### src/rtl/sfac_pkg.sv
`timescale 1ns / 1ps

package sfac_pkg;

    // Input commands. Codes five to seven carry no meaning and are dropped.
    typedef enum logic [2:0] {
        CMD_TICK        = 3'd0,
        CMD_WR_DIRECT   = 3'd1,
        CMD_WR_FAILSAFE = 3'd2,
        CMD_WR_DISARMED = 3'd3,
        CMD_WR_ARMING   = 3'd4
    } cmd_t;

    // Configuration register indexes.
    typedef enum logic [1:0] {
        CFG_DROP_LIMIT  = 2'd0,
        CFG_TERM_ENABLE = 2'd1,
        CFG_SBUS1_EN    = 2'd2,
        CFG_SBUS2_EN    = 2'd3
    } cfg_idx_t;

    // Sequencer states.
    typedef enum logic [2:0] {
        ST_IDLE  = 3'b001,
        ST_JUDGE = 3'b010,
        ST_EMIT  = 3'b100
    } state_t;

    // Bit positions within the arming word.
    localparam int ARM_BIT      = 0;
    localparam int PREARM_BIT   = 1;
    localparam int LOCKDOWN_BIT = 2;
    localparam int FORCE_FS_BIT = 3;

    localparam logic [31:0] DROP_LIMIT_RESET = 32'd500000;

    // Decisions taken once per tick and held while the channels are emitted.
    typedef struct packed {
        logic link_ok;
        logic use_direct;
        logic failsafe;
        logic drive_sel;
        logic drive_dis;
    } tick_flags_t;

endpackage

### src/rtl/servo_failsafe_arming_controller_top.sv
`timescale 1ns / 1ps

// Channel   Direction  Handshake               Payload
// s_        in         s_valid / s_ready       command, channel, pulse value, times, flags
// m_        out        m_valid / m_ready       one result beat per servo channel
// cfg_      in         cfg_valid / cfg_ready   register index, write data
//
// A table or arming write is taken and produces no beat. A tick passes through capture,
// judge and emit before the next item is taken: the item is captured in idle, then
// the single 32-bit subtract and compare judges the host link, and then the shared
// pulse selector produces one result beat per channel.
// The selector only advances when the output register is free, so a stalled m_ready
// stretches the tick for as long as a beat stalls. The last beat may still wait in the
// output register while the next item is accepted.
// Reset (aresetn low, synchronous) clears the tables, the arming word and all flags,
// and loads the drop limit with 500000 microseconds.

module servo_failsafe_arming_controller_top #(
    parameter int CHANNELS = 8
) (
    input  logic        aclk,
    input  logic        aresetn,

    input  logic        s_valid,
    output logic        s_ready,
    input  logic [2:0]  s_command,
    input  logic [2:0]  s_channel,
    input  logic [15:0] s_pulse_value,
    input  logic [31:0] s_now_time,
    input  logic [31:0] s_host_rx_time,
    input  logic        s_init_ok,
    input  logic        s_safety_off,
    input  logic        s_raw_pwm,

    output logic        m_valid,
    input  logic        m_ready,
    output logic [2:0]  m_out_channel,
    output logic [15:0] m_pulse_width,
    output logic        m_drive,
    output logic        m_sbus1_send,
    output logic        m_sbus2_send,
    output logic        m_link_ok,
    output logic        m_link_initialized,
    output logic        m_failsafe_active,
    output logic        m_outputs_armed,
    output logic        m_last,

    input  logic        cfg_valid,
    output logic        cfg_ready,
    input  logic [1:0]  cfg_index,
    input  logic [31:0] cfg_data
);

    // Counter width covers the channel count; a single channel still needs one bit.
    localparam int CNT_W = (CHANNELS > 1) ? $clog2(CHANNELS) : 1;
    localparam logic [CNT_W-1:0] LAST_CNT = CNT_W'(CHANNELS - 1);
    localparam logic [4:0] CHANNELS_EXT = 5'(CHANNELS);
    localparam logic [2:0] LAST_OUT_CH = 3'((CHANNELS - 1) % 8);

    // Configuration registers. Writes must arrive only while the block is idle; the block itself does not enforce this.
    logic [31:0] drop_limit_reg;
    logic        term_enable_reg;
    logic        sbus1_en_reg;
    logic        sbus2_en_reg;

    // Pulse tables, one entry per channel, read at the emit counter only.
    logic [15:0] direct_reg   [CHANNELS];
    logic [15:0] failsafe_reg [CHANNELS];
    logic [15:0] disarmed_reg [CHANNELS];

    logic [3:0]  arming_reg;
    logic        link_seen_reg;
    logic        armed_flag_reg;

    sfac_pkg::state_t state_reg;
    logic [CNT_W-1:0] cnt_reg;

    // Tick fields captured on acceptance.
    logic [31:0] now_reg;
    logic [31:0] rx_reg;
    logic        init_ok_reg;
    logic        safety_off_reg;
    logic        raw_pwm_reg;

    sfac_pkg::tick_flags_t flags_reg;
    sfac_pkg::tick_flags_t flags_next;
    logic [3:0]  arming_next;
    logic        link_seen_next;
    logic        armed_flag_next;

    // Output register.
    logic        m_valid_reg;
    logic [2:0]  m_out_channel_reg;
    logic [15:0] m_pulse_width_reg;
    logic        m_drive_reg;
    logic        m_sbus1_reg;
    logic        m_sbus2_reg;
    logic        m_link_ok_reg;
    logic        m_link_init_reg;
    logic        m_failsafe_reg;
    logic        m_armed_reg;
    logic        m_last_reg;

    logic        s_accept;
    logic        cfg_accept;
    logic [4:0]  ch_ext;
    logic        ch_in_range;

    // Link judgement and tick decisions; evaluated in the judge cycle.
    logic [31:0] age;
    logic        link_ok_c;
    logic        arm_c;
    logic        arm_nothr_c;
    logic        always_c;
    logic        lockdown_c;
    logic        terminate_c;

    // Per-channel selector.
    logic        load_beat;
    logic [15:0] pw_c;
    logic        s1_c;
    logic        s2_c;
    logic [4:0]  cnt_ext;

    assign s_ready    = (state_reg == sfac_pkg::ST_IDLE);
    assign s_accept   = s_valid && s_ready;
    assign cfg_ready  = 1'b1;
    assign cfg_accept = cfg_valid && cfg_ready;

    assign ch_ext      = 5'(s_channel);
    assign ch_in_range = (ch_ext < CHANNELS_EXT);

    // A host receive time of zero means the host has never spoken. The age wraps
    // with the 32-bit clock, so an unsigned difference is the right measure.
    always_comb begin
        age            = now_reg - rx_reg;
        link_ok_c      = (rx_reg != 32'd0) && (age <= drop_limit_reg);
        link_seen_next = link_seen_reg || link_ok_c;

        arm_c       = init_ok_reg && safety_off_reg && arming_reg[sfac_pkg::ARM_BIT];
        arm_nothr_c = init_ok_reg && safety_off_reg &&
                      (arming_reg[sfac_pkg::PREARM_BIT] || raw_pwm_reg);
        always_c    = init_ok_reg && link_ok_c;

        flags_next.link_ok    = link_ok_c;
        flags_next.use_direct = raw_pwm_reg && link_ok_c;

        // Flight termination: when enabled, an armed vehicle that is not using direct pulses,
        // and whose host link has once been alive, latches forced failsafe.
        terminate_c = term_enable_reg && !flags_next.use_direct && arm_c && link_seen_next;
        arming_next = arming_reg;
        if (terminate_c) begin
            arming_next[sfac_pkg::FORCE_FS_BIT] = 1'b1;
        end

        flags_next.failsafe = arming_next[sfac_pkg::FORCE_FS_BIT];
        lockdown_c          = arming_next[sfac_pkg::LOCKDOWN_BIT];
        armed_flag_next     = arm_c || arm_nothr_c || always_c || lockdown_c;

        flags_next.drive_sel = armed_flag_next && !lockdown_c &&
                               (arm_c || arm_nothr_c || flags_next.failsafe);
        flags_next.drive_dis = !flags_next.drive_sel && armed_flag_next &&
                               (always_c || lockdown_c);
    end

    // Shared selector, used once per channel as the counter walks the tables.
    always_comb begin
        if (flags_reg.failsafe) begin
            pw_c = failsafe_reg[cnt_reg];
        end else if (flags_reg.use_direct) begin
            pw_c = direct_reg[cnt_reg];
        end else begin
            pw_c = disarmed_reg[cnt_reg];
        end
        s1_c = 1'b0;
        s2_c = 1'b0;
        if (flags_reg.drive_sel) begin
            s2_c = sbus2_en_reg;
            s1_c = sbus1_en_reg && !sbus2_en_reg;
        end else if (flags_reg.drive_dis) begin
            pw_c = disarmed_reg[cnt_reg];
            s1_c = sbus1_en_reg;
            s2_c = sbus2_en_reg;
        end
    end

    assign cnt_ext   = 5'(cnt_reg);
    assign load_beat = (state_reg == sfac_pkg::ST_EMIT) && (!m_valid_reg || m_ready);

    // Configuration registers.
    always_ff @(posedge aclk) begin
        if (!aresetn) begin
            drop_limit_reg  <= sfac_pkg::DROP_LIMIT_RESET;
            term_enable_reg <= 1'b0;
            sbus1_en_reg    <= 1'b0;
            sbus2_en_reg    <= 1'b0;
        end else if (cfg_accept) begin
            unique case (cfg_index)
                sfac_pkg::CFG_DROP_LIMIT:  drop_limit_reg  <= cfg_data;
                sfac_pkg::CFG_TERM_ENABLE: term_enable_reg <= cfg_data[0];
                sfac_pkg::CFG_SBUS1_EN:    sbus1_en_reg    <= cfg_data[0];
                sfac_pkg::CFG_SBUS2_EN:    sbus2_en_reg    <= cfg_data[0];
                default: ;
            endcase
        end
    end

    // Sequencer, tables and tick state.
    always_ff @(posedge aclk) begin
        if (!aresetn) begin
            state_reg      <= sfac_pkg::ST_IDLE;
            cnt_reg        <= '0;
            arming_reg     <= 4'd0;
            link_seen_reg  <= 1'b0;
            armed_flag_reg <= 1'b0;
            flags_reg      <= '0;
            for (int i = 0; i < CHANNELS; i++) begin
                direct_reg[i]   <= 16'd0;
                failsafe_reg[i] <= 16'd0;
                disarmed_reg[i] <= 16'd0;
            end
        end else begin
            unique case (state_reg)
                sfac_pkg::ST_IDLE: begin
                    if (s_accept) begin
                        case (s_command)
                            sfac_pkg::CMD_TICK: begin
                                state_reg <= sfac_pkg::ST_JUDGE;
                            end
                            sfac_pkg::CMD_WR_DIRECT: begin
                                if (ch_in_range) begin
                                    direct_reg[ch_ext[CNT_W-1:0]] <= s_pulse_value;
                                end
                            end
                            sfac_pkg::CMD_WR_FAILSAFE: begin
                                if (ch_in_range) begin
                                    failsafe_reg[ch_ext[CNT_W-1:0]] <= s_pulse_value;
                                end
                            end
                            sfac_pkg::CMD_WR_DISARMED: begin
                                if (ch_in_range) begin
                                    disarmed_reg[ch_ext[CNT_W-1:0]] <= s_pulse_value;
                                end
                            end
                            sfac_pkg::CMD_WR_ARMING: begin
                                arming_reg <= s_pulse_value[3:0];
                            end
                            default: ;
                        endcase
                    end
                end
                sfac_pkg::ST_JUDGE: begin
                    flags_reg      <= flags_next;
                    arming_reg     <= arming_next;
                    link_seen_reg  <= link_seen_next;
                    armed_flag_reg <= armed_flag_next;
                    cnt_reg        <= '0;
                    state_reg      <= sfac_pkg::ST_EMIT;
                end
                sfac_pkg::ST_EMIT: begin
                    if (load_beat) begin
                        if (cnt_reg == LAST_CNT) begin
                            state_reg <= sfac_pkg::ST_IDLE;
                        end else begin
                            cnt_reg <= cnt_reg + 1'b1;
                        end
                    end
                end
                default: state_reg <= sfac_pkg::ST_IDLE;
            endcase
        end
    end

    // Tick fields need no reset; they are always written before use.
    always_ff @(posedge aclk) begin
        if (s_accept) begin
            now_reg        <= s_now_time;
            rx_reg         <= s_host_rx_time;
            init_ok_reg    <= s_init_ok;
            safety_off_reg <= s_safety_off;
            raw_pwm_reg    <= s_raw_pwm;
        end
    end

    // Output register: valid is control state, the payload is not reset.
    always_ff @(posedge aclk) begin
        if (!aresetn) begin
            m_valid_reg <= 1'b0;
        end else if (load_beat) begin
            m_valid_reg <= 1'b1;
        end else if (m_ready) begin
            m_valid_reg <= 1'b0;
        end
    end

    always_ff @(posedge aclk) begin
        if (load_beat) begin
            m_out_channel_reg <= cnt_ext[2:0];
            m_pulse_width_reg <= pw_c;
            m_drive_reg       <= flags_reg.drive_sel || flags_reg.drive_dis;
            m_sbus1_reg       <= s1_c;
            m_sbus2_reg       <= s2_c;
            m_link_ok_reg     <= flags_reg.link_ok;
            m_link_init_reg   <= link_seen_reg;
            m_failsafe_reg    <= flags_reg.failsafe;
            m_armed_reg       <= armed_flag_reg;
            m_last_reg        <= (cnt_reg == LAST_CNT);
        end
    end

    assign m_valid            = m_valid_reg;
    assign m_out_channel      = m_out_channel_reg;
    assign m_pulse_width      = m_pulse_width_reg;
    assign m_drive            = m_drive_reg;
    assign m_sbus1_send       = m_sbus1_reg;
    assign m_sbus2_send       = m_sbus2_reg;
    assign m_link_ok          = m_link_ok_reg;
    assign m_link_initialized = m_link_init_reg;
    assign m_failsafe_active  = m_failsafe_reg;
    assign m_outputs_armed    = m_armed_reg;
    assign m_last             = m_last_reg;

    // The link judgement always hands over to the emit sequence.
    a_judge_to_emit: assert property (@(posedge aclk) disable iff (!aresetn)
        (state_reg == sfac_pkg::ST_JUDGE) |=> (state_reg == sfac_pkg::ST_EMIT))
        else $error("judge cycle not followed by emit");

    // The final beat of a tick belongs to the highest channel.
    a_last_channel: assert property (@(posedge aclk) disable iff (!aresetn)
        (m_valid && m_last) |-> (m_out_channel == LAST_OUT_CH))
        else $error("last beat carries the wrong channel");

    // A servo is only ever driven while the outputs are armed.
    a_drive_armed: assert property (@(posedge aclk) disable iff (!aresetn)
        (m_valid && m_drive) |-> m_outputs_armed)
        else $error("drive asserted with outputs disarmed");

    // A fresh link always counts as an initialised link.
    a_link_sticky: assert property (@(posedge aclk) disable iff (!aresetn)
        (m_valid && m_link_ok) |-> m_link_initialized)
        else $error("link ok without link initialised");

endmodule
### config.mk
export PLATFORM = sky130hd
export DESIGN_NAME = servo_failsafe_arming_controller_top
export DESIGN_NICKNAME = d
export VERILOG_FILES = /design/src/rtl/sfac_pkg.sv /design/src/rtl/servo_failsafe_arming_controller_top.sv
export SDC_FILE = /design/constraint.sdc
export NUM_CORES = 1
export LEC_CHECK = 0
export ABC_AREA = 1
export BUFFER_PORTS_ARGS = -buffer_cell sky130_fd_sc_hd__buf_2
export CORE_MARGIN = 5
export CORE_UTILIZATION = 60
export DETAILED_ROUTE_END_ITERATION = 10
export PLACE_DENSITY = 0.79
export SKIP_LAST_GASP = 1
export SLEW_MARGIN = 5
export SYNTH_ARGS = -nofsm -noshare
export SYNTH_HDL_FRONTEND = slang
export SYNTH_SLANG_ARGS = --single-unit
### constraint.sdc
create_clock -name aclk -period 5.1 [get_ports aclk]
set_input_delay 0.255 -clock aclk [delete_from_list [all_inputs] [get_ports aclk]]
set_output_delay 0.255 -clock aclk [all_outputs]
set_load 0.005 [all_outputs]
### Yosys cells after proc, flatten, opt, wreduce, memory -nomap -nowiden

Memories as Yosys holds them, arrays and structs flattened. A register that Yosys moved wholly into a read port is not among the register bits.
Cells that the tools add are included.

* flip-flop bits (word level): 147
* memory bits (writable): 384
* input port bits: 128
* output and inout port bits: 30
* logic and storage cells: 157
* memories kept: 3

Memory list
* direct_reg: words 8, width 16, read ports 1, clocked after Yosys merged registers in 1, write ports 8, RTL line servo_failsafe_arming_controller_top.sv:67 `logic [15:0] direct_reg [CHANNELS];`
* disarmed_reg: words 8, width 16, read ports 1, clocked after Yosys merged registers in 1, write ports 8, RTL line servo_failsafe_arming_controller_top.sv:69 `logic [15:0] disarmed_reg [CHANNELS];`
* failsafe_reg: words 8, width 16, read ports 1, clocked after Yosys merged registers in 1, write ports 8, RTL line servo_failsafe_arming_controller_top.sv:68 `logic [15:0] failsafe_reg [CHANNELS];`

* add/sub/neg operators: 2
* magnitude comparators: 2
* equality and inequality tests: 17
* multiplexer cells: 54
* bitwise gates (word level): 1
* reductions and logical operators: 47

Operators by type and width (number)
* 16-bit two-way mux: 7
* 16-bit OR reduction: 3
* 3-bit two-way mux: 15
* 32-bit <= comparator: 1
* 32-bit nonzero test: 1
* 32-bit subtractor: 1
* 1-bit two-way mux: 27
* 1-bit logical AND: 16
* 3-bit by 2-bit == test with 1-bit output, second input constant: 3
* 3-bit == test, second input constant: 3
* 1-bit logical OR: 9
* 3-bit case mux with 3 select lines: 1
* 4-bit two-way mux: 2
* 2-bit by 1-bit inequality test with 1-bit output, second input constant: 4
* 4-bit case mux with 2 select lines: 1
* 2-bit AND reduction: 4
* 4-bit AND reduction: 2
* 3-bit by 1-bit == test with 1-bit output, second input constant: 2
* 3-bit case mux with 2 select lines: 1
* 3-bit AND reduction: 2
* 2-bit nonzero test: 3
* 1-bit zero test: 5
* 2-bit == test, second input constant: 2
* 3-bit by 4-bit < comparator with 1-bit output, second input constant: 1
* 6 further kinds: 7

### Depth between registers and ports, before layout

Gate-level depths: netlist of run 1.

* depth in word-level cells: 14
* depth in mapped cells: 28
* depth with buffers taken out: 28

### Worst setup path after synthesis of run 1

Ideal clock, no wire load.

* path type: flip-flop to flip-flop
* start: reg state_reg[2]
* end: reg (tool-made name)
* setup time: 0.078 ns
* data arrival time: 3.676 ns
* data required time: 5.022 ns
* setup slack: 1.347 ns
* cell stages (with the launch flop): 7
* clock period less this slack: 3.753 ns
* path through: dfxtp_1 inv_1 nor4_1 nand2_1 inv_1 nand2_1 a21oi_1

RTL lines
* from (decl): RTL line servo_failsafe_arming_controller_top.sv:75 `sfac_pkg::state_t state_reg;`
* from (signal assigned): RTL line servo_failsafe_arming_controller_top.sv:211 `state_reg <= sfac_pkg::ST_IDLE;`
* from (signal assigned): RTL line servo_failsafe_arming_controller_top.sv:228 `state_reg <= sfac_pkg::ST_JUDGE;`
* from (signal assigned): RTL line servo_failsafe_arming_controller_top.sv:258 `state_reg <= sfac_pkg::ST_EMIT;`

### Worst setup path after layout of run 1

* start: reg rx_reg[0]
* end: reg flags_reg[0] (netlist bit)

* word-level cells in the longest chain between the ends: 14
* elaborated cells on any way between the ends: 21
* those cells by class: 1 x add/sub; 1 x order compare; 1 x mux; 18 x reduce/logical

RTL lines
* from (decl): RTL line servo_failsafe_arming_controller_top.sv:80 `logic [31:0] rx_reg;`
* from (signal assigned): RTL line servo_failsafe_arming_controller_top.sv:278 `rx_reg <= s_host_rx_time;`
* 32-bit subtractor: RTL line servo_failsafe_arming_controller_top.sv:136 `age = now_reg - rx_reg;`
* 32-bit <= comparator: RTL line servo_failsafe_arming_controller_top.sv:137 `link_ok_c = (rx_reg != 32'd0) && (age <= drop_limit_reg);`
* 1-bit logical AND *: RTL line servo_failsafe_arming_controller_top.sv:137
* 1-bit logical AND: RTL line servo_failsafe_arming_controller_top.sv:146 `flags_next.use_direct = raw_pwm_reg && link_ok_c;`
* 1-bit zero test: RTL line servo_failsafe_arming_controller_top.sv:150 `terminate_c = term_enable_reg && !flags_next.use_direct && arm_c && link_seen_next;`
* 1-bit logical AND (3 in series): RTL line servo_failsafe_arming_controller_top.sv:150
* 1-bit two-way mux: RTL line servo_failsafe_arming_controller_top.sv:152 `if (terminate_c) begin`
* 1-bit logical OR: RTL line servo_failsafe_arming_controller_top.sv:161 `(arm_c || arm_nothr_c || flags_next.failsafe);`
* 1-bit logical AND: RTL line servo_failsafe_arming_controller_top.sv:160 `flags_next.drive_sel = armed_flag_next && !lockdown_c &&`
* 1-bit zero test: RTL line servo_failsafe_arming_controller_top.sv:162 `flags_next.drive_dis = !flags_next.drive_sel && armed_flag_next &&`
* 1-bit logical AND: RTL line servo_failsafe_arming_controller_top.sv:162
* 1-bit logical AND *: RTL line servo_failsafe_arming_controller_top.sv:162
* to (signal assigned): RTL line servo_failsafe_arming_controller_top.sv:253 `flags_reg <= flags_next;`
* to (decl): RTL line servo_failsafe_arming_controller_top.sv:85 `sfac_pkg::tick_flags_t flags_reg;`

Every way passes the cells marked *; elsewhere a longest branch is shown, timed or not.
A chain may end at the register's enable or synchronous reset.

==> out/metrics.cfg, run 1 <==
[worst_setup_path]
setup.worst_path.end_class = flop
worstPathArrival_ns = 4.81
reg2reg_depth = 26
start_kind = flop
worstSetupStartpoint = rx_reg[0]$_DFFE_PP_
r2r-end = flags_reg[0]$_SDFFE_PN0P_
crit_required_ns = 5.62
max_stage_delay_ns = 0.43
r2r-start = rx_reg[0]$_DFFE_PP_
path_class = reg -> reg
r2r_setup_slack_ns = 0.81
crit_fanout = 5
crit_top_cell = nand2_1
path_buf_inv = 0
cp_slowest_cell = fa_1
critPathTopFamily = simple AND/OR/NAND/NOR gates

[clocking]
cts_sinks = 534
cts_tree = done
htreeDepth = 2
clock-root-buffer = clkbuf_16
clk_pin_slew_worst_paths_ns = 0.07
cts_setup_buffers = 0
cts_buffers = 52
clk_latency_ns = 0.60
ctsLongestPathBuffers = 3
cts.repair.resized = 0

[routing]
num_vias = 19260
wl_per_cell_um = 22.91
ant_nets = 0
vias_per_cell = 6.223
routed_wl_um = 70910
drt-initial-drc-count = 2375
drt_pass1_iterations = 8
drc_errors = 0

[synth]
synth_mux_area_share_pct = 0
synth_fa_ha_area_share_pct = 3.428
synth_top_family_by_area = simple AND/OR/NAND/NOR gates
synth.distinct_cells = 44
syn_nets = 2536
yosysSeqAreaShare_pct = 63.67
synthXorXnorAreaFrac_pct = 1.117
syn_inst = 2342
synth-edff-count = 478
syn_avg_cell_area_um2 = 10.38
ys_ff_latch = 534
synth_flop_cell = edfxtp_1
async_flop_share_pct = 0
synth-compound-area-share_pct = 12.03
synth-simple-area-share_pct = 15.25
syn_area_um2 = 24310
ys_warn_count = 0

[pwr]
total_power_uw = 9782
leakagePower_uw = 0.01121
p_per_area_nw_per_um2 = 348.2
peakVddDrop_v = 0.0002880

[sta]
rsz0062_at_grt = no
finClkSkew_ns = 0.01448
tightest_slew_ns = 1.246
period_minus_slack_ns = 4.289
max_freq_mhz = 233.2
finalCritPeriodShare_pct = 84.10
hold_ws_ns = 0.04130
relSlewSlack_pct = 16.25
fin_ws_ns = 0.8110
final.setup.tns_ns = 0
hold_viol_final = 0
finalSetupViolCount = 0
slew_violations = 0

[placement]
portBuffers = 156
dp_slack_ns = 0.9580
dp.final_hpwl_um = 42930
place_congestion = 0.8939
place_inst = 2894

[die]
die_w_um = 211.3
initial_core_util_pct = 60.89
core-area_um2 = 39910
die-area_um2 = 44640
rows = 73
pin_count = 158
die_h_um = 211.3

[global_routing]
grt_overflow_total = 0
grt_pass1_vias = 19120
grt_pass1_wl_um = 107500
grtUsageTotal_pct = 31.21
antenna_found_initial = 7
grt_max_degree = 87

[min_path]
holdPathStages = 3
hp-start = cfg_data[22]
worstHoldPathType = in -> reg
holdPathEnd = drop_limit_reg[22]$_SDFFE_PN0P_

[final_layout]
finalNonFillerCells = 3095
finalNetCount = 2718
drive_gt1_share_pct = 11.07
synthToLayoutAreaGrowth_pct = 15.57

[run_status]
status = finished, final reports clean

[flow_run]
timing.max_cap.violations = 0

worst reg2reg max path: cells and delay by family, from the launching register on:
| kind | cells | cell delay (ns) |
|---|---|---|
| xor+xnor | 1 | 0.09 |
| compound gates | 7 | 1.31 |
| flops | 1 | 0.41 |
| fa+ha+maj | 3 | 0.95 |
| simple gates | 15 | 1.48 |
cell families (layout without fill, tap and decap cells):
group | after synthesis | in the layout
flops | 534 | 534
compound gates | 506 | 506
other cells | 1 | 6
simple gates | 918 | 918
xor+xnor | 31 | 31
buf+inv | 286 | 509
fa+ha+maj | 66 | 66
routing by layer:
metal	vias to the layer above	routed length [µm]	GRT usage, %
li1	8575	-	-
met1	9136	25270	40.41
met2	1323	34180	51.44
met3	213	8574	7.396
met4	12	2803	12.32
met5	-	80	0
worst max-delay path by stage:
stage	cells after the start	to
finish	26	flags_reg[0]$_SDFFE_PN0P_
global route	26	flags_reg[0]$_SDFFE_PN0P_
CTS	25	flags_reg[0]$_SDFFE_PN0P_
detailed placement	25	flags_reg[0]$_SDFFE_PN0P_
global placement	25	flags_reg[0]$_SDFFE_PN0P_
floorplan	6	flop
Yosys cell counts, drive strengths merged, types with 10 or more instances:
master  count  area share (%)
ha         65             3.3
xor2       20            0.72
xnor2      11            0.40
nand3      60             1.3
edfxtp    478              59
o221ai     74             2.7
o22ai      23            0.59
nor3       15            0.40
buf        18            0.36
dfxtp      56             4.6
clkbuf    132             2.0
nor4       16            0.47
o21ai     288             6.0
a21oi      93             1.9
inv       134             2.1
nor2      633             9.8
o211ai     10            0.31
nand4      10            0.26
nand2     180             3.0
through the flow:
step / cell area (µm²) / utilization (%)
4_1_cts: 28080 / 70.34
6_report: 28090 / 70.37
3_3_place_gp: 25350 / 63.52
5_1_grt: 28080 / 70.35
3_5_place_dp: 25350 / 63.52
2_1_floorplan: 24310 / -
timing repair:
item	in CTS	in global routing
endpoints found under the setup margin	0	0
endpoints found under the hold margin	99	0
hold buffers	101	0
cell type report:
type,instances,area [µm²]
flip-flops and latches,534,15480
fillers,2692,11830
multi-input cells,1522,7750
repair buffers,278,1962
clock buffers,68,1414
well taps,525,656.9
inverters,136,514.2
clock inverters,27,299.0
diodes,5,12.51
where the power goes:
group          switching, µW  total (µW)  internal (µW)
sequential              53.8        4970           4920
combinational            582         897            316
clock                   1650        3910           2260
total                   2290        9780           7490
cell usage in the layout, fill, tap and decap left out, types with 2 or more instances in the layout:
master,n
nand3_1,59
nand3b_1,2
ha_1,65
nand2_2,17
buf_2,156
nor2_1,632
o21ai_2,2
bufinv_16,6
clkbuf_1,13
dfxtp_1,53
xnor2_1,11
edfxtp_1,478
o211ai_1,10
nor3_1,12
o22ai_1,23
nor4_1,14
clkinv_8,2
nand4_1,10
clkinv_1,12
dfxtp_2,2
o21ai_0,283
nor3_4,2
a211oi_1,2
diode_2,5
clkbuf_16,54
o221ai_1,74
a21oi_1,93
buf_4,20
inv_1,131
clkinv_2,9
nand2_1,163
dlygate4sd3_1,101
o21ai_1,3
a21o_1,4
o311ai_0,2
xor2_1,20
o21a_1,5
Power figures use the tool's default switching activity.
==> run 2: changes to the inputs <==
--- a/config.mk
+++ b/config.mk
@@ -5,12 +5,12 @@
 export SDC_FILE = /design/constraint.sdc
 export NUM_CORES = 1
 export LEC_CHECK = 0
-export ABC_AREA = 1
+export ABC_AREA = 0
 export BUFFER_PORTS_ARGS = -buffer_cell sky130_fd_sc_hd__buf_2
 export CORE_MARGIN = 5
-export CORE_UTILIZATION = 60
+export CORE_UTILIZATION = 55
 export DETAILED_ROUTE_END_ITERATION = 10
-export PLACE_DENSITY = 0.79
+export PLACE_DENSITY = 0.76
 export SKIP_LAST_GASP = 1
 export SLEW_MARGIN = 5
 export SYNTH_ARGS = -nofsm -noshare
==> constraint.sdc (replaced) <==
create_clock -name aclk -period 3.62 [get_ports aclk]
set_input_delay 0.181 -clock aclk [delete_from_list [all_inputs] [get_ports aclk]]
set_output_delay 0.181 -clock aclk [all_outputs]
set_load 0.005 [all_outputs]
==> run 2 against run 1 <==
Fmax down 1.4%. Setup slack worse by 1.5 ns. Global-route usage is 5.2 points lower. Clock power grew 37%. Critical path depth decreased by 7. Sequential power up 43%. The run now ends with negative setup slack left.
==> out/metrics.cfg, run 2 <==
[min_path]
holdPathStages = 4  ; +1
worstHoldPathType = in -> reg
holdPathEnd = term_enable_reg$_SDFFE_PN0P_
hp-start = cfg_index[0]

[sta]
period_minus_slack_ns = 4.350  ; +0.06051 ns
slew_violations = 0  ; unchanged
fin_ws_ns = -0.7295  ; -1.541 ns
tightest_slew_ns = 0.9961  ; -0.2497 ns
finalCritPeriodShare_pct = 120.2  ; +36 points
hold_viol_final = 0  ; unchanged
hold_ws_ns = 0.09749  ; +0.05619 ns
rsz0062_at_grt = yes
finClkSkew_ns = 0.02285  ; +0.008374 ns
finalSetupViolCount = 8  ; +8
relSlewSlack_pct = 33.43  ; +17 points
max_freq_mhz = 229.9  ; -1.4%

[synth]
synthTopCellsByArea = edfxtp_1, and2_1, mux4_2, dfxtp_1, ha_1
synth_most_common_cell = edfxtp_1
ys_ff_latch = 534  ; unchanged
synth_flop_cell = edfxtp_1
synth-edff-count = 478  ; unchanged
syn_inst = 1837  ; -22%
synth_commonest_cells = edfxtp_1, and2_1, mux4_2
synth_largest_area_cell = edfxtp_1
syn_avg_cell_area_um2 = 13.75  ; +33%
ys_warn_count = 0  ; unchanged
synth.distinct_cells = 75  ; +70%
async_flop_share_pct = 0  ; unchanged
yosysSeqAreaShare_pct = 61.25  ; -2.4 points
yosysTopAreaCellShare_pct = 56.81  ; -2.2 points
syn_nets = 2031  ; -20%
syn_area_um2 = 25270  ; +4.0%

[clocking]
cts_buffers = 53  ; +1.9%
cts_tree = done
clk_pin_slew_worst_paths_ns = 0.07  ; about the same
clock-root-buffer = clkbuf_16
cts_sinks = 534  ; unchanged
clk_latency_ns = 0.61  ; about the same
htreeDepth = 2  ; unchanged
ctsLongestPathBuffers = 3  ; unchanged

[worst_setup_path]
crit_fanout = 5  ; unchanged
setup.worst_path.end_class = flop
crit_required_ns = 4.15  ; -1.47 ns
r2r_setup_slack_ns = -0.73  ; -1.54 ns
r2r-end = flags_reg[1]$_SDFFE_PN0P_
path_class = reg -> reg
cp_slowest_cell = edfxtp_1
worstPathArrival_ns = 4.88  ; +0.07 ns
reg2reg_depth = 19  ; -27%
max_stage_delay_ns = 0.41  ; -0.02 ns
crit_chain = inv_1 -> ha_1 -> a21oi_1 -> o21a_1 -> nand2_1 -> a211o_2 -> and4_4 -> o21ai_2 -> nand2_1 -> o311ai_2 -> ha_1 -> a21o_1 -> a21o_1 -> a211o_1 -> a211o_1 -> a21oi_4 -> buf_6 -> o2111ai_1 -> a31oi_1
start_kind = flop
r2r-start = rx_reg[18]$_DFFE_PP_

[routing]
wl_per_cell_um = 23.46  ; +2.4%
ant_nets = 0  ; unchanged
num_vias = 16610  ; -14%
vias_per_cell = 5.835  ; -6.2%
drc_errors = 0  ; unchanged
drt-initial-drc-count = 1668  ; -30%
routed_wl_um = 66770  ; -5.8%
drt_pass1_iterations = 6  ; -2

[die]
die_w_um = 224.3  ; +6.2%
rows = 78  ; +6.8%
pin_count = 158  ; unchanged
die-area_um2 = 50330  ; +13%
initial_core_util_pct = 55.68  ; -5.2 points
core-area_um2 = 45380  ; +14%
die_h_um = 224.3  ; +6.2%

[global_routing]
antenna_found_initial = 5  ; -2
grtUsageTotal_pct = 26.05  ; -5.2 points
grt_overflow_total = 0  ; unchanged
grt_max_degree = 78  ; -10%
grt_pass1_vias = 17080  ; -11%
grt_pass1_wl_um = 100100  ; -6.9%

[final_layout]
drive_gt1_share_pct = 25.98  ; +15 points
layout.cells.most_common_list = edfxtp_1, and2_1, buf_2
finalNetCount = 2390  ; -12%
final_common_cell = edfxtp_1
synthToLayoutAreaGrowth_pct = 20.46
final_util_pct = 67.07  ; -3.3 points
nFillCells = 3049  ; +13%

[run_status]
failed_checks = negative setup slack
status = finished, violations left

[placement]
place_congestion = 0.9040  ; +1.1%
portBuffers = 156  ; unchanged
dp.final_hpwl_um = 40770  ; -5.0%

[pwr]
leakagePower_uw = 0.01161  ; +3.6%
p_per_area_nw_per_um2 = 492.8  ; +42%
peakVddDrop_v = 0.0003778  ; +31%

[flow_run]
timing.max_cap.violations = 0  ; unchanged

==> run 2: power breakdown <==
part | internal (µW) | switching (µW) | total (µW) | leakage (µW)
Clock | 2950 | 2390 | 5340 | 0.000835
Sequential | 7020 | 117 | 7130 | 0.00532
Combinational | 1170 | 1360 | 2530 | 0.00546
Total | 11100 | 3860 | 15000 | 0.0116
==> run 2: worst max-delay path, delay by kind of cell, from the launching register on <==
family,cells,cell delay [ns]
adders and majority gates,2,0.58
AOI/OAI and AO/OA,12,2.64
buffers and inverters,2,0.24
and+or+nand+nor,3,0.39
DFF,1,0.41
==> run 2: worst max-delay path by stage <==
stage | start | end | slack, ns | cells past startpoint
floorplan | rx_reg[0]$_DFFE_PP_ | arming_reg[3]$_SDFFE_PN0P_ | -0.37 | 18
global placement | now_reg[1]$_DFFE_PP_ | flags_reg[1]$_SDFFE_PN0P_ | -0.66 | 18
detailed placement | rx_reg[1]$_DFFE_PP_ | flags_reg[1]$_SDFFE_PN0P_ | -0.76 | 19
CTS | rx_reg[0]$_DFFE_PP_ | flags_reg[2]$_SDFFE_PN0P_ | -0.71 | 18
global route | rx_reg[0]$_DFFE_PP_ | flags_reg[2]$_SDFFE_PN0P_ | -0.91 | 18
finish | rx_reg[18]$_DFFE_PP_ | flags_reg[1]$_SDFFE_PN0P_ | -0.73 | 19
==> run 2: what timing repair did <==
item                                    CTS  global route
hold buffers                            105             0
endpoints found under the setup margin    8             8
resized for setup                         5            10
setup buffers                             4             2
pin swaps                                10             7
hold endpoints to repair                103             0
==> run 2: per-layer routing <==
| metal | track usage [%] | share of wire [%] | vias up | routed length, µm |
|---|---|---|---|---|
| li1 | - | - | 7444 | - |
| met1 | 34.11 | 37 | 8172 | 24870 |
| met2 | 44.21 | 50 | 839 | 33560 |
| met3 | 4.503 | 8.8 | 150 | 5866 |
| met4 | 9.586 | 3.7 | 0 | 2477 |
| met5 | 0 | 0 | - | 0 |
==> run 2: cell families after synthesis <==
| kind of cell | after synthesis | share of synthesized area (%) |
|---|---|---|
| AOI/OAI and AO/OA | 219 | 5.828 |
| xor gates and xnor gates | 25 | 0.8666 |
| adders and majority gates | 66 | 3.298 |
| buffers and inverters | 196 | 3.060 |
| DFF | 534 | 61.25 |
| muxes | 152 | 10.93 |
| other | 1 | 0.01484 |
| and+or+nand+nor | 644 | 14.75 |
==> run 2: cell type report <==
type / instances / area, µm² / area share (%)
Clock buffer: 69 / 1468 / 4.822
Tap cell: 600 / 750.7 / 2.466
Clock inverter: 30 / 207.7 / 0.6824
Multi-Input combinational cell: 1107 / 9145 / 30.05
Inverter: 81 / 304.0 / 0.9989
Timing Repair Buffer: 419 / 3063 / 10.06
Sequential cell: 534 / 15480 / 50.87
Antenna cell: 6 / 15.01 / 0.04933
==> run 2: metrics by stage <==
step	power (µW)	cells	setup TNS (ns)	area (µm²)	setup slack, ns
3_3_place_gp	9459	2630	-4.882	27590	-0.6642
4_1_cts	14920	2838	-5.311	30370	-0.7126
6_report	15000	2846	-5.445	30440	-0.7295
2_1_floorplan	8616	1837	-2.043	25330	-0.3700
3_5_place_dp	9557	2630	-5.702	27590	-0.7572
5_1_grt	15550	2841	-6.713	30420	-0.9065
==> run 3: changes to the inputs <==
--- a/config.mk
+++ b/config.mk
@@ -7,10 +7,12 @@
 export LEC_CHECK = 0
 export ABC_AREA = 0
 export BUFFER_PORTS_ARGS = -buffer_cell sky130_fd_sc_hd__buf_2
+export CAP_MARGIN = 10
 export CORE_MARGIN = 5
 export CORE_UTILIZATION = 55
 export DETAILED_ROUTE_END_ITERATION = 10
 export PLACE_DENSITY = 0.76
+export SKIP_CTS_REPAIR_TIMING = 1
 export SKIP_LAST_GASP = 1
 export SLEW_MARGIN = 5
 export SYNTH_ARGS = -nofsm -noshare
==> run 3 against run 2 <==
The flow still finishes with violations (negative setup slack). Cell count down 0.35%. Hold slack worse by 0.053 ns. Non-clock buffer count down 8. Wire length down 0.32%. Setup slack worse by 0.071 ns. Fmax down 1.6%. Sequential cell count unchanged. Total power down 0.36%. First-iteration DRC count up 1.7%. Critical path type unchanged. Largest power group unchanged. Highest routed layer unchanged.
==> out/metrics.cfg, run 3 (same netlist as run 2, synthesis figures left out) <==
[routing]
vias_per_cell = 5.844  ; +0.17%
ant_nets = 0  ; unchanged
top_layer = met4
drt-initial-drc-count = 1696  ; +1.7%
met2_length_um = 33110  ; -1.3%
drt_pass1_iterations = 6  ; unchanged
wl_met1_um = 25460  ; +2.4%
routed_wl_um = 66560  ; -0.32%
drc_errors = 0  ; unchanged
wl_per_cell_um = 23.47  ; about the same
wl_met3_um = 5540  ; -5.6%
num_vias = 16580  ; -0.18%

[worst_setup_path]
max_stage_delay_ns = 0.39  ; -0.02 ns
start_kind = flop
critPathTopFamily = compound AO/OA/AOI/OAI gates
r2r-start = now_reg[18]$_DFFE_PP_
reg2reg_depth = 18  ; -1
crit_fanout = 5  ; unchanged
path_buf_inv = 1  ; -1
path_depth = 18  ; -1
cp_slowest_cell = ha_1
timing.critical_path.to = flags_reg[1]$_SDFFE_PN0P_
worstPathArrival_ns = 4.95  ; +0.07 ns
r2r_setup_slack_ns = -0.80  ; -0.07 ns
crit_required_ns = 4.15  ; about the same
r2r-end = flags_reg[1]$_SDFFE_PN0P_
crit_chain = ha_1 -> a21oi_1 -> o21a_1 -> nand2_1 -> a211o_2 -> and4_4 -> o21ai_2 -> nand2_1 -> o311ai_2 -> ha_1 -> a21o_1 -> a21o_1 -> a211o_1 -> a211o_1 -> a21oi_4 -> buf_4 -> o2111ai_1 -> a31oi_1
path_class = reg -> reg
setup.worst_path.end_class = flop
worstSetupStartpoint = now_reg[18]$_DFFE_PP_

[final_layout]
finalNetCount = 2382  ; -0.33%
drive_gt1_share_pct = 25.72  ; -0.27 points
synthToLayoutAreaGrowth_pct = 20.04
layout.cells.most_common_list = edfxtp_1, and2_1, buf_2
final_common_cell = edfxtp_1
nFillCells = 3075  ; +0.85%

[global_routing]
grt_pass1_vias = 16150  ; -5.4%
grt_pass1_wl_um = 93500  ; -6.6%
grt_max_degree = 78  ; unchanged
antenna_found_initial = 5  ; unchanged
grt_overflow_total = 0  ; unchanged
grtUsageTotal_pct = 24.27  ; -1.8 points

[placement]
portBuffers = 156  ; unchanged
dp.final_hpwl_um = 40770  ; unchanged
place_congestion = 0.9040  ; unchanged

[clocking]
htreeDepth = 2  ; unchanged
cts_tree = done
cts_buffers = 53  ; unchanged
ctsLongestPathBuffers = 3  ; unchanged
clock-root-buffer = clkbuf_16
clk_pin_slew_worst_paths_ns = 0.06  ; about the same
cts_sinks = 534  ; unchanged
clk_latency_ns = 0.61  ; about the same

[pwr]
peakVddDrop_v = 0.0003605  ; -4.6%
total_power_uw = 14940  ; -0.36%
combPwrFrac_pct = 16.7  ; -0.2 points
power.share.clock_pct = 35.6  ; about the same
p_sw_uw = 3832  ; -0.79%
switching_share_pct = 25.64  ; -0.11 points
leakagePower_uw = 0.01157  ; -0.35%
p_int_uw = 11110  ; -0.22%
power_frac_seq_pct = 47.7  ; about the same
p_per_area_nw_per_um2 = 492.7  ; about the same

[sta]
max_freq_mhz = 226.2  ; -1.6%
relSlewSlack_pct = 31.91  ; -1.5 points
fin_ws_ns = -0.8007  ; -0.07118 ns
finalCritPeriodShare_pct = 122.1  ; +2.0 points
hold_viol_final = 0  ; unchanged
slew_violations = 0  ; unchanged
final.setup.tns_ns = -6.000  ; -0.5553 ns
rsz0062_at_grt = yes
tightest_slew_ns = 1.019  ; +0.02288 ns
finalSetupViolCount = 8  ; unchanged
period_minus_slack_ns = 4.421  ; +0.07118 ns
finClkSkew_ns = 0.02455  ; +0.001704 ns

[flow_run]
timing.max_cap.violations = 0  ; unchanged

[die]
die_w_um = 224.3  ; unchanged
die-area_um2 = 50330  ; unchanged
core-area_um2 = 45380  ; unchanged
die_h_um = 224.3  ; unchanged
pin_count = 158  ; unchanged
rows = 78  ; unchanged
initial_core_util_pct = 55.68  ; unchanged

[run_status]
failed_checks = negative setup slack
status = finished, violations left

[min_path]
worstHoldPathType = in -> reg
holdPathStages = 4  ; unchanged

run 3: cell types whose count changed in the layout (fill, tap and decap cells not counted), sizes merged:
cell         change
buf              -3
diode            -2
dlygate4sd3      -5
run 3: per-stage QoR:
stage / instance area (µm²) / cells / setup slack, ns / hold slack [ns] / utilization (%)
detailed placement: 27590 / 2630 / -0.7572 / 0.3591 / 60.80
global route: 30320 / 2833 / -0.9786 / 0.02740 / 66.82
global placement: 27590 / 2630 / -0.6642 / 0.3597 / 60.80
floorplan: 25330 / 1837 / -0.3700 / 0.2799 / -
CTS: 29270 / 2729 / -0.8048 / -0.2807 / 64.49
finish: 30330 / 2836 / -0.8007 / 0.04440 / 66.83
run 3: worst register-to-register path: cells and delay by family (launching register included):
family	cells	cell delay, ns
AOI/OAI and AO/OA	12	2.73
adders and majority gates	2	0.68
buffers and inverters	1	0.18
DFF	1	0.37
and+or+nand+nor	3	0.39
run 3: worst min-delay path by stage:
| stage | start | end | slack, ns |
|---|---|---|---|
| 6_report | m_ready | m_valid$_SDFFE_PN0P_ | 0.04 |
| 2_1_floorplan | s_init_ok | init_ok_reg$_DFFE_PP_ | 0.28 |
| 3_3_place_gp | s_host_rx_time[31] | rx_reg[31]$_DFFE_PP_ | 0.36 |
| 5_1_grt | cfg_index[0] | sbus1_en_reg$_SDFFE_PN0P_ | 0.03 |
| 4_1_cts | s_host_rx_time[20] | rx_reg[20]$_DFFE_PP_ | -0.28 |
| 3_5_place_dp | s_host_rx_time[21] | rx_reg[21]$_DFFE_PP_ | 0.36 |
run 3: area by class of cell:
cell class,instances,area [µm²],area share [%]
Clock inverter,30,207.7,0.6848
Clock buffer,69,1468,4.839
Tap cell,600,750.7,2.475
Multi-Input combinational cell,1107,9124,30.08
Sequential cell,534,15480,51.05
Inverter,81,304.0,1.002
Timing Repair Buffer,411,2983,9.835
Antenna cell,4,10.01,0.03300
run 3: power groups by stage:
stage / sequential, µW / clock, µW / combinational [µW]
after floorplan: 7230 / 0 / 1390
final: 7130 / 5320 / 2490
after CTS: 7130 / 5370 / 2320
after detailed placement: 7250 / 0 / 2300
after global routing: 7150 / 5640 / 2720
after global placement: 7230 / 0 / 2230
run 3: layer usage:
| metal | GRT usage, % | vias up |
|---|---|---|
| met5 | 0 | - |
| met4 | 8.427 | 0 |
| met3 | 4.464 | 154 |
| met2 | 39.99 | 792 |
| met1 | 32.92 | 8185 |
| li1 | - | 7444 |
